$ cat src/hw/rtl/assert_macros.svh
// ----------------------------------------------------------------------------
// Assertion macros
// Shared concurrent assertion forms for the serializer RTL.
// ----------------------------------------------------------------------------
`ifndef ASSERT_MACROS_SVH
`define ASSERT_MACROS_SVH

// same-cycle implication, off while in reset
`define ASSERT_IMPLIES(name, clk, rst_n, a, c) \
  name: assert property (@(posedge clk) disable iff (!rst_n) (a) |-> (c)) \
    else $error("assertion failed");

// next-cycle implication, off while in reset
`define ASSERT_NEXT(name, clk, rst_n, a, c) \
  name: assert property (@(posedge clk) disable iff (!rst_n) (a) |=> (c)) \
    else $error("assertion failed");

`endif

$ cat src/hw/rtl/lps_pkg.sv
// ----------------------------------------------------------------------------
// lps_pkg
// Types and constants shared by the LED pixel serializer modules.
// ----------------------------------------------------------------------------
package lps_pkg;

  localparam int FUNC_W = 2;
  localparam int IDX_W  = 6;
  localparam int COL_W  = 8;
  localparam int CNT_W  = 7;
  localparam int TCK_W  = 8;
  localparam int PIX_W  = 3 * COL_W;
  localparam int CFG_AW = 3;
  localparam int CFG_DW = 8;

  // input command codes
  localparam logic [FUNC_W-1:0] FN_WRITE = 2'd0;
  localparam logic [FUNC_W-1:0] FN_START = 2'd1;
  localparam logic [FUNC_W-1:0] FN_TICK  = 2'd2;

  // register indexes
  localparam logic [CFG_AW-1:0] REG_LED_COUNT   = 3'd0;
  localparam logic [CFG_AW-1:0] REG_SLOT_PERIOD = 3'd1;
  localparam logic [CFG_AW-1:0] REG_ZERO_HIGH   = 3'd2;
  localparam logic [CFG_AW-1:0] REG_ONE_HIGH    = 3'd3;
  localparam logic [CFG_AW-1:0] REG_RESET_SLOTS = 3'd4;

  // register reset values
  localparam logic [CNT_W-1:0] RST_LED_COUNT   = 7'd60;
  localparam logic [TCK_W-1:0] RST_SLOT_PERIOD = 8'd59;
  localparam logic [TCK_W-1:0] RST_ZERO_HIGH   = 8'd12;
  localparam logic [TCK_W-1:0] RST_ONE_HIGH    = 8'd35;
  localparam logic [TCK_W-1:0] RST_RESET_SLOTS = 8'd50;

  typedef enum logic [1:0] {
    OP_NOP   = 2'd0,
    OP_WRITE = 2'd1,
    OP_START = 2'd2,
    OP_TICK  = 2'd3
  } op_t;

  typedef struct packed {
    op_t              op;
    logic [IDX_W-1:0] idx;
    logic [COL_W-1:0] red;
    logic [COL_W-1:0] green;
    logic [COL_W-1:0] blue;
  } item_t;

  typedef struct packed {
    logic [CNT_W-1:0] led_count;
    logic [TCK_W-1:0] slot_period;
    logic [TCK_W-1:0] zero_high;
    logic [TCK_W-1:0] one_high;
    logic [TCK_W-1:0] reset_slots;
  } cfg_t;

endpackage

$ cat src/hw/rtl/led_pixel_serializer.sv
// ----------------------------------------------------------------------------
// led_pixel_serializer
// Frame store and one-wire bit-slot serializer for addressable RGB LEDs.
// ----------------------------------------------------------------------------
// Path: an input beat is parked in the queue, then popped into the registered
// result beat once the result register is free or being emptied.
// Throughput: one beat per cycle sustained while the result side keeps taking beats.
// Reset (rst_n low, synchronous): queue and result register empty, sequencer
// idle, pixel store reads as all zero (per-LED valid bits cleared at once),
// registers back to 60 / 59 / 12 / 35 / 50. No clearing pass is needed.
// ----------------------------------------------------------------------------
//
// Structure
//   lps_front : takes input beats, decodes func into an op (writes outside
//               the store become no-ops) and parks them in a 2-entry queue.
//   lps_back  : pops one op per cycle when the result register is free,
//               runs the idle / data / gap sequencer and loads the result.
//   top       : configuration registers and port packing.
//
// Pixel words are stored green:red:blue. During the data phase the current
// LED's word sits in a shift register; its MSB picks the high time of the
// slot. On the last slot of an LED the next word is read straight into it.

module led_pixel_serializer #(
  parameter int MAX_LEDS     = 64,
  parameter int BITS_PER_LED = 24
) (
  input  logic                       clk,
  input  logic                       rst_n,
  // input beats
  input  logic                       in_tvalid,
  output logic                       in_tready,
  input  logic [31:0]                in_tdata,  // led_index[5:0], red, green, blue, pad
  input  logic [1:0]                 in_tuser,  // func
  // result beats
  output logic                       out_tvalid,
  input  logic                       out_tready,
  output logic [7:0]                 out_tdata, // line_level, busy_res, pad
  output logic                       out_tlast, // frame_done
  // register writes
  input  logic                       cfg_we,
  input  logic [lps_pkg::CFG_AW-1:0] cfg_addr,
  input  logic [lps_pkg::CFG_DW-1:0] cfg_wdata
);

  lps_pkg::cfg_t  cfg_r;
  logic           q_valid, q_pop;
  lps_pkg::item_t q_item;
  logic           line, busy, done;

  // register file; writes to unused indexes are dropped
  always_ff @(posedge clk) begin
    if (!rst_n) begin
      cfg_r.led_count   <= lps_pkg::RST_LED_COUNT;
      cfg_r.slot_period <= lps_pkg::RST_SLOT_PERIOD;
      cfg_r.zero_high   <= lps_pkg::RST_ZERO_HIGH;
      cfg_r.one_high    <= lps_pkg::RST_ONE_HIGH;
      cfg_r.reset_slots <= lps_pkg::RST_RESET_SLOTS;
    end else if (cfg_we) begin
      case (cfg_addr)
        lps_pkg::REG_LED_COUNT:   cfg_r.led_count   <= cfg_wdata[lps_pkg::CNT_W-1:0];
        lps_pkg::REG_SLOT_PERIOD: cfg_r.slot_period <= cfg_wdata;
        lps_pkg::REG_ZERO_HIGH:   cfg_r.zero_high   <= cfg_wdata;
        lps_pkg::REG_ONE_HIGH:    cfg_r.one_high    <= cfg_wdata;
        lps_pkg::REG_RESET_SLOTS: cfg_r.reset_slots <= cfg_wdata;
        default: ;
      endcase
    end
  end

  lps_front #(
    .MAX_LEDS (MAX_LEDS)
  ) u_front (
    .clk      (clk),
    .rst_n    (rst_n),
    .in_valid (in_tvalid),
    .in_ready (in_tready),
    .in_func  (in_tuser),
    .in_idx   (in_tdata[5:0]),
    .in_red   (in_tdata[13:6]),
    .in_green (in_tdata[21:14]),
    .in_blue  (in_tdata[29:22]),
    .q_valid  (q_valid),
    .q_pop    (q_pop),
    .q_item   (q_item)
  );

  lps_back #(
    .MAX_LEDS     (MAX_LEDS),
    .BITS_PER_LED (BITS_PER_LED)
  ) u_back (
    .clk       (clk),
    .rst_n     (rst_n),
    .cfg       (cfg_r),
    .q_valid   (q_valid),
    .q_pop     (q_pop),
    .q_item    (q_item),
    .out_valid (out_tvalid),
    .out_ready (out_tready),
    .out_line  (line),
    .out_busy  (busy),
    .out_done  (done)
  );

  assign out_tdata = {6'd0, busy, line};
  assign out_tlast = done;

endmodule

$ cat src/hw/rtl/lps_front.sv
// ----------------------------------------------------------------------------
// lps_front
// Accepts input beats, decodes the command and holds it in a 2-entry queue.
// ----------------------------------------------------------------------------
`include "assert_macros.svh"

module lps_front #(
  parameter int MAX_LEDS = 64
) (
  input  logic                       clk,
  input  logic                       rst_n,
  input  logic                       in_valid,
  output logic                       in_ready,
  input  logic [lps_pkg::FUNC_W-1:0] in_func,
  input  logic [lps_pkg::IDX_W-1:0]  in_idx,
  input  logic [lps_pkg::COL_W-1:0]  in_red,
  input  logic [lps_pkg::COL_W-1:0]  in_green,
  input  logic [lps_pkg::COL_W-1:0]  in_blue,
  output logic                       q_valid,
  input  logic                       q_pop,
  output lps_pkg::item_t             q_item
);

  lps_pkg::item_t entry_r [2];
  logic           wr_ptr_r, wr_ptr_nxt;
  logic           rd_ptr_r, rd_ptr_nxt;
  logic [1:0]     cnt_r, cnt_nxt;
  logic           push;
  lps_pkg::item_t dec;

  assign in_ready = (cnt_r != 2'd2);
  assign push     = in_valid && in_ready;
  assign q_valid  = (cnt_r != 2'd0);
  assign q_item   = entry_r[rd_ptr_r];

  // decode; a write outside the store becomes a no-op
  always_comb begin
    dec.idx   = in_idx;
    dec.red   = in_red;
    dec.green = in_green;
    dec.blue  = in_blue;
    case (in_func)
      lps_pkg::FN_WRITE: begin
        dec.op = (32'(in_idx) < 32'(MAX_LEDS)) ? lps_pkg::OP_WRITE : lps_pkg::OP_NOP;
      end
      lps_pkg::FN_START: dec.op = lps_pkg::OP_START;
      lps_pkg::FN_TICK:  dec.op = lps_pkg::OP_TICK;
      default:           dec.op = lps_pkg::OP_NOP;
    endcase
  end

  always_comb begin
    wr_ptr_nxt = push ? ~wr_ptr_r : wr_ptr_r;
    rd_ptr_nxt = q_pop ? ~rd_ptr_r : rd_ptr_r;
    cnt_nxt    = cnt_r;
    if (push && !q_pop) begin
      cnt_nxt = cnt_r + 2'd1;
    end else if (!push && q_pop) begin
      cnt_nxt = cnt_r - 2'd1;
    end
  end

  always_ff @(posedge clk) begin
    if (!rst_n) begin
      wr_ptr_r <= 1'b0;
      rd_ptr_r <= 1'b0;
      cnt_r    <= 2'd0;
    end else begin
      wr_ptr_r <= wr_ptr_nxt;
      rd_ptr_r <= rd_ptr_nxt;
      cnt_r    <= cnt_nxt;
    end
  end

  always_ff @(posedge clk) begin
    if (push) begin
      entry_r[wr_ptr_r] <= dec;
    end
  end

  `ASSERT_NEXT(a_pop_drains, clk, rst_n, q_pop && !push, cnt_r == 2'($past(cnt_r) - 2'd1))

endmodule

$ cat src/hw/rtl/lps_back.sv
// ----------------------------------------------------------------------------
// lps_back
// Pixel store, frame sequencer and registered result beat.
// ----------------------------------------------------------------------------
`include "assert_macros.svh"

module lps_back #(
  parameter int MAX_LEDS     = 64,
  parameter int BITS_PER_LED = 24
) (
  input  logic           clk,
  input  logic           rst_n,
  input  lps_pkg::cfg_t  cfg,
  input  logic           q_valid,
  output logic           q_pop,
  input  lps_pkg::item_t q_item,
  output logic           out_valid,
  input  logic           out_ready,
  output logic           out_line,
  output logic           out_busy,
  output logic           out_done
);

  localparam int AW = (MAX_LEDS > 1) ? $clog2(MAX_LEDS) : 1;
  localparam int CW = $clog2(MAX_LEDS + 1);
  localparam int NW = (CW > lps_pkg::CNT_W) ? CW : lps_pkg::CNT_W;
  localparam int BW = $clog2(BITS_PER_LED);

  typedef enum logic [2:0] {
    PH_IDLE = 3'b001,
    PH_DATA = 3'b010,
    PH_GAP  = 3'b100
  } phase_t;

  phase_t                    phase_r, phase_nxt;
  logic [CW-1:0]             led_r, led_nxt;
  logic [BW-1:0]             bit_r, bit_nxt;
  logic [lps_pkg::TCK_W-1:0] tick_r, tick_nxt;
  logic [lps_pkg::TCK_W-1:0] gap_r, gap_nxt;
  logic [lps_pkg::PIX_W-1:0] pix_r;
  logic [lps_pkg::PIX_W-1:0] mem [MAX_LEDS];
  logic [MAX_LEDS-1:0]       valid_r;

  logic                      out_valid_r, out_line_r, out_busy_r, out_done_r;
  logic                      exec;
  logic                      line_c, done_c;
  logic                      wr_en, ld_en, shift_en;
  logic [AW-1:0]             wr_addr, ld_addr;
  logic [NW-1:0]             n_leds, lc_ext;
  logic [CW-1:0]             led_inc;
  logic [lps_pkg::TCK_W-1:0] high;
  logic                      slot_end, bit_last, led_last, gap_last;

  assign exec  = q_valid && (!out_valid_r || out_ready);
  assign q_pop = exec;

  // LEDs per frame, clamped to 1..MAX_LEDS
  always_comb begin
    lc_ext = NW'(cfg.led_count);
    if (lc_ext == '0) begin
      n_leds = NW'(1);
    end else if (lc_ext > NW'(MAX_LEDS)) begin
      n_leds = NW'(MAX_LEDS);
    end else begin
      n_leds = lc_ext;
    end
  end

  assign led_inc  = led_r + CW'(1);
  assign high     = pix_r[lps_pkg::PIX_W-1] ? cfg.one_high : cfg.zero_high;
  assign slot_end = (tick_r >= cfg.slot_period);
  assign bit_last = ({1'b0, bit_r} + (BW+1)'(1)) >= (BW+1)'(BITS_PER_LED);
  assign led_last = NW'(led_inc) >= n_leds;
  assign gap_last = ({1'b0, gap_r} + 9'd1) >= {1'b0, cfg.reset_slots};
  assign wr_addr  = AW'(q_item.idx);

  always_comb begin
    phase_nxt = phase_r;
    led_nxt   = led_r;
    bit_nxt   = bit_r;
    tick_nxt  = tick_r;
    gap_nxt   = gap_r;
    line_c    = 1'b0;
    done_c    = 1'b0;
    wr_en     = 1'b0;
    ld_en     = 1'b0;
    shift_en  = 1'b0;
    ld_addr   = '0;
    if (exec) begin
      case (q_item.op)
        lps_pkg::OP_WRITE: begin
          wr_en = (phase_r == PH_IDLE);
        end
        lps_pkg::OP_START: begin
          if (phase_r == PH_IDLE) begin
            phase_nxt = PH_DATA;
            led_nxt   = '0;
            bit_nxt   = '0;
            tick_nxt  = '0;
            gap_nxt   = '0;
            ld_en     = 1'b1;
          end
        end
        lps_pkg::OP_TICK: begin
          if (phase_r == PH_DATA) begin
            line_c   = (tick_r < high);
            tick_nxt = slot_end ? '0 : tick_r + 8'd1;
            if (slot_end) begin
              if (!bit_last) begin
                bit_nxt  = bit_r + BW'(1);
                shift_en = 1'b1;
              end else begin
                bit_nxt = '0;
                if (!led_last) begin
                  led_nxt = led_inc;
                  ld_en   = 1'b1;
                  ld_addr = AW'(led_inc);
                end else begin
                  led_nxt = '0;
                  gap_nxt = '0;
                  if (cfg.reset_slots == '0) begin
                    phase_nxt = PH_IDLE;
                    done_c    = 1'b1;
                  end else begin
                    phase_nxt = PH_GAP;
                  end
                end
              end
            end
          end else if (phase_r == PH_GAP) begin
            tick_nxt = slot_end ? '0 : tick_r + 8'd1;
            if (slot_end) begin
              if (gap_last) begin
                gap_nxt   = '0;
                phase_nxt = PH_IDLE;
                done_c    = 1'b1;
              end else begin
                gap_nxt = gap_r + 8'd1;
              end
            end
          end
        end
        default: ;
      endcase
    end
  end

  always_ff @(posedge clk) begin
    if (!rst_n) begin
      phase_r     <= PH_IDLE;
      led_r       <= '0;
      bit_r       <= '0;
      tick_r      <= '0;
      gap_r       <= '0;
      valid_r     <= '0;
      out_valid_r <= 1'b0;
    end else begin
      phase_r <= phase_nxt;
      led_r   <= led_nxt;
      bit_r   <= bit_nxt;
      tick_r  <= tick_nxt;
      gap_r   <= gap_nxt;
      if (wr_en) begin
        valid_r[wr_addr] <= 1'b1;
      end
      if (exec) begin
        out_valid_r <= 1'b1;
      end else if (out_ready) begin
        out_valid_r <= 1'b0;
      end
    end
  end

  // store write port
  always_ff @(posedge clk) begin
    if (wr_en) begin
      mem[wr_addr] <= {q_item.green, q_item.red, q_item.blue};
    end
  end

  // registered read into the bit shifter; unwritten entries read as zero
  always_ff @(posedge clk) begin
    if (ld_en) begin
      pix_r <= valid_r[ld_addr] ? mem[ld_addr] : '0;
    end else if (shift_en) begin
      pix_r <= {pix_r[lps_pkg::PIX_W-2:0], 1'b0};
    end
  end

  always_ff @(posedge clk) begin
    if (exec) begin
      out_line_r <= line_c;
      out_busy_r <= (phase_nxt != PH_IDLE) || done_c;
      out_done_r <= done_c;
    end
  end

  assign out_valid = out_valid_r;
  assign out_line  = out_line_r;
  assign out_busy  = out_busy_r;
  assign out_done  = out_done_r;

  `ASSERT_NEXT(a_done_idle, clk, rst_n, exec && done_c, phase_r == PH_IDLE)
  `ASSERT_IMPLIES(a_led_range, clk, rst_n, phase_r == PH_DATA, led_r < CW'(MAX_LEDS))
  `ASSERT_IMPLIES(a_out_hold, clk, rst_n, out_valid_r && !out_ready, !exec)

endmodule

$ cat config.mk
export PLATFORM = sky130hd
export DESIGN_NAME = led_pixel_serializer
export DESIGN_NICKNAME = d
export VERILOG_FILES = /design/src/hw/rtl/lps_pkg.sv /design/src/hw/rtl/led_pixel_serializer.sv /design/src/hw/rtl/lps_front.sv /design/src/hw/rtl/lps_back.sv
export VERILOG_INCLUDE_DIRS = /design/src /design/src/hw/rtl
export SDC_FILE = /design/constraint.sdc
export NUM_CORES = 2
export LEC_CHECK = 0
export BUFFER_PORTS_ARGS = -buffer_cell sky130_fd_sc_hd__clkbuf_2
export CAP_MARGIN = 10
export CORE_ASPECT_RATIO = 1.4
export CORE_MARGIN = 5
export CORE_UTILIZATION = 60
export DETAILED_ROUTE_END_ITERATION = 12
export GPL_TIMING_DRIVEN = 0
export PLACE_DENSITY = 0.76
export SYNTH_ARGS = -nofsm -noshare
export SYNTH_HDL_FRONTEND = slang
export SYNTH_SLANG_ARGS = --single-unit
$ cat constraint.sdc
create_clock -name clk -period 8 [get_ports clk]
set_clock_uncertainty 0.1 [all_clocks]
set_input_delay 0.4 -clock clk [delete_from_list [all_inputs] [get_ports clk]]
set_output_delay 0.4 -clock clk [all_outputs]
set_load 0.02 [all_outputs]
==> run metrics <==
antenna viol nets, final 0; Routed WL per cell around 37 microns; Cells after Synth just over 5,000; worst min path class input pin to flip-flop; Async S/R FF share, synth 0%; vias in the first global route about 48,000; total power approximately 21 mW; CP max FO 12; Vias 50,436; Final Max Tran Viols 0; initial DRC count about 8,200; Crit path required time roughly 8.5 ns; input/output buffers between 50 and 60; CTS Sinks roughly 1,800; register area share after synthesis between 70 and 80%; critical path's top delay family compound AO/OA/AOI/OAI gates; latest clock arrival within the worst-skew pair 0.81 ns; Int Power roughly 15 mW; Final Hold Fails 0; largest net degree at the start of global routing 65; reg2reg end u_back.pix_r[4]$_DFFE_PP_; failing checks negative setup slack; I/O pin total around 60; Routed WL 266 mm; Starting Density between 60% and 70%; Net Switching between 5 and 6 mW; post-route cell area about 82,000 sq um; post-synthesis compound-gate area fraction 12.2%; predominant post-synthesis flop cell edfxtp_1; post-synth cell types 94; Max transition margin approximately 3.7%; Max Fclk between 100 and 150 MHz; power share of the sequential group between 50% and 60%; die area around 130,000 sq um; multiplexer share of the synthesized area 5.17%; arrival time worst endpoint 8.57 ns; Logic pwr share 10.5%; routability-driven placement congestion ratio around 1.1; Post-synth EDFFs ~1,600; Worst-path clk slew about 0.060 ns; layout cells sized above 1 around an eighth; startpoint types flip-flop; register bit count reported by yosys 1,767; Pre-antenna DRT Iters 9; grt ovf 0; die span in x 304 microns; root buffer cell clkbuf_16; Synth Cell Area about 73,000 sq um; Nets roughly 5,500; max-cap violation count 0; worst r2r path cells 18; CP Capture Point u_back.pix_r[4]$_DFFE_PP_; Max VDD drop approximately 0.33 mV; Top cell by count, worst path ha_1; Max clock buf depth 3; H-tree depth 4; worst path bufs/invs 5; vias per cell about 7; CTS tree yes; Site Rows 151; Tot GR Track Use approximately 41%; stages on the worst setup path 18; CP peak stage delay between 0.9 and 1 ns; Core ar. approximately 120,000 sq um; DR DRC count 0; DIE HEIGHT approximately 420 microns; first-pass GRT wire length about 360 mm; crit-path cells ha_1 -> nand3_1 -> xor2_4 -> inv_1 -> clkbuf_2 -> ha_1 -> and3_1 -> a221o_1 -> a31o_2 -> buf_6 -> a2111oi_4 -> buf_4 -> nand2_1 -> clkbuf_1 -> o2111ai_1 -> o221ai_1 -> a211oi_1 -> o21ai_1; Slew @ Worst Pin about 1.4 ns; TritonCTS Buffers roughly 160; CP endpoint kind flip-flop; utilization after layout about two thirds; initial antenna violation count 20; crit path from u_back.led_r[1]$_SDFFE_PN0P_; slowest library cell on the worst path o2111ai_1; Tcrit/Tclk final 101%; DP Area 76,400 sq um; crit path kind flip-flop to flip-flop; setup slack after layout -0.114 ns; Synth Area per Inst around 14 sq um; warning count from the yosys run 0; Final Critical Period around 8.1 ns; Clock Power Share a little over a third; xor/xnor share of the synthesized area 0.312%; P_leak ~27 nW; Pwr Density 250 nW/um^2; Post-Synth Adder-Cell Area less than 1%; main combinational cell family by area after synthesis compound AO/OA/AOI/OAI gates; fillers 8,287; reg-to-reg critical path startpoint u_back.led_r[1]$_SDFFE_PN0P_; Post-Synth Simple-Gate Area under 10%; RSZ-0062 raised after global routing no; area growth from synthesis to layout 13.4%; setup violators final 4; Worst R2R Setup Slack -0.11 ns; switch share 24.9%; Final HPWL DP about 180 mm; status complete, but fails checks
==> what timing repair did <==
| item | in CTS | in global routing |
|---|---|---|
| hold endpoints to repair | 109 | 0 |
| setup buffers | 0 | 3 |
| gates resized for setup | 5 | 9 |
| pin swaps | 1 | 1 |
| hold buffers | 52 | 0 |
| setup endpoints to repair | 23 | 18 |
==> registers in the layout, summed over array words and instances (netlist names), 7 cells and up, named ones only <==
signal	flops
u_back.mem	1536
u_back.valid_r	64
u_front.entry_r	64
cfg_r	39
u_back.pix_r	24
u_back.gap_r	8
u_back.tick_r	8
u_back.led_r	7
==> worst min-delay path by stage <==
stage / slack, ns / end / depth (start not counted) / startpoint
CTS: 0.18 / u_front.entry_r[1][13]$_DFFE_PP_ / 2 / in_tdata[19]
detailed placement: 0.35 / u_back.valid_r[12]$_SDFFE_PN0P_ / 1 / u_back.valid_r[12]$_SDFFE_PN0P_
global placement: 0.34 / u_back.valid_r[48]$_SDFFE_PN0P_ / 1 / u_back.valid_r[48]$_SDFFE_PN0P_
finish: 0.23 / u_front.entry_r[1][26]$_DFFE_PP_ / 2 / in_tdata[2]
floorplan: 0.33 / u_back.valid_r[42]$_SDFFE_PN0P_ / 1 / u_back.valid_r[42]$_SDFFE_PN0P_
global route: 0.22 / u_front.wr_ptr_r$_SDFFE_PN0P_ / 2 / rst_n
==> logic make-up after synthesis <==
kind of cell / after synthesis
flops: 1767
buf+inv: 393
mux: 357
fa+ha+maj: 39
other cells: 1
simple gates: 1275
xor+xnor: 25
compound gates: 1255
==> synth_stat cells (25+ instances only) <==
library cell / number / share of area, %
o2111ai_1: 25 / 0.30
a31oi_1: 117 / 1.0
a22oi_1: 67 / 0.69
o21a_1: 93 / 0.96
o221ai_1: 41 / 0.49
clkbuf_1: 225 / 1.2
o21ai_0: 196 / 1.4
inv_1: 34 / 0.18
buf_2: 72 / 0.50
o22ai_1: 122 / 1.1
dfxtp_1: 140 / 3.9
nor3_1: 42 / 0.29
nand2b_1: 50 / 0.43
ha_1: 39 / 0.67
a211oi_1: 108 / 1.1
a32oi_1: 47 / 0.57
a21oi_1: 115 / 0.79
mux2_2: 135 / 2.1
o21ai_1: 53 / 0.37
mux2i_1: 221 / 3.0
nand2_1: 574 / 3.0
a2111oi_0: 53 / 0.64
nor2b_1: 85 / 0.73
o211ai_1: 53 / 0.55
nand4_1: 31 / 0.27
buf_1: 26 / 0.13
nand3_1: 231 / 1.6
edfxtp_1: 1627 / 67
nor2_1: 167 / 0.86
a21boi_0: 29 / 0.30
==> cells in the final DEF, fill, tap and decap left out, types with 50 or more instances in the layout <==
master / instances
a31oi_1: 117
dlygate4sd3_1: 52
dfxtp_1: 140
clkbuf_1: 261
o22ai_1: 122
nor2_4: 57
o21ai_0: 195
o21a_1: 93
mux2_2: 119
nand2b_1: 50
clkbuf_16: 166
nor2b_1: 85
nand3_1: 231
edfxtp_1: 1627
nand2_1: 573
clkbuf_2: 55
mux2i_1: 221
a211oi_1: 108
a2111oi_0: 53
a22oi_1: 67
buf_2: 72
o211ai_1: 53
nor2_1: 101
a21oi_1: 115
o21ai_1: 54
==> layer usage <==
layer / global-route usage [%] / up-vias / routed length (microns)
li1: - / 20631 / -
met1: 45.5 / 24838 / 83500
met2: 63.3 / 3805 / 121000
met3: 10.7 / 1148 / 28100
met4: 37.9 / 14 / 32600
met5: 0.563 / - / 81
==> final cells by class <==
| type | count | area [sq um] | area share (%) |
|---|---|---|---|
| well taps | 1606 | 2010 | 2.44 |
| repair buffers | 173 | 2100 | 2.55 |
| clock buffers | 212 | 4370 | 5.30 |
| flip-flops and latches | 1767 | 51700 | 62.7 |
| multi-input cells | 2957 | 19800 | 24.1 |
| clock inverters | 81 | 622 | 0.755 |
| plain buffers | 356 | 1620 | 1.96 |
| diodes | 13 | 32.5 | 0.0395 |
| inverters | 35 | 131 | 0.160 |
==> stage by stage <==
stage                     TNS, ns  setup slack (ns)  std cells  hold WS [ns]
final                      -0.280            -0.114       7200         0.233
after CTS                       0            0.0155       7171         0.185
after global routing            0             0.131       7187         0.218
after floorplan                 0              3.34       5117         0.333
after global placement     -19.52             -1.17       6774         0.340
after detailed placement   -10.36            -0.667       6826         0.349
==> power groups by stage <==
stage | Clock (mW) | Sequential, mW | Combinational (mW)
floorplan | 0 | 11.1 | 0.888
global placement | 0 | 11.2 | 1.76
detailed placement | 0 | 11.1 | 2.02
CTS | 7.47 | 10.9 | 2.04
global route | 7.90 | 10.9 | 2.18
finish | 7.50 | 10.9 | 2.16
==> worst reg2reg max path, delay by kind of cell, from the launching register on <==
kind	cells	cell delay (ns)
compound gates	7	3.27
xor+xnor	1	0.47
fa+ha+maj	2	0.75
buf+inv	5	1.94
flops	1	0.41
simple gates	3	0.91
Note: power is estimated with default switching activity, not from simulation.
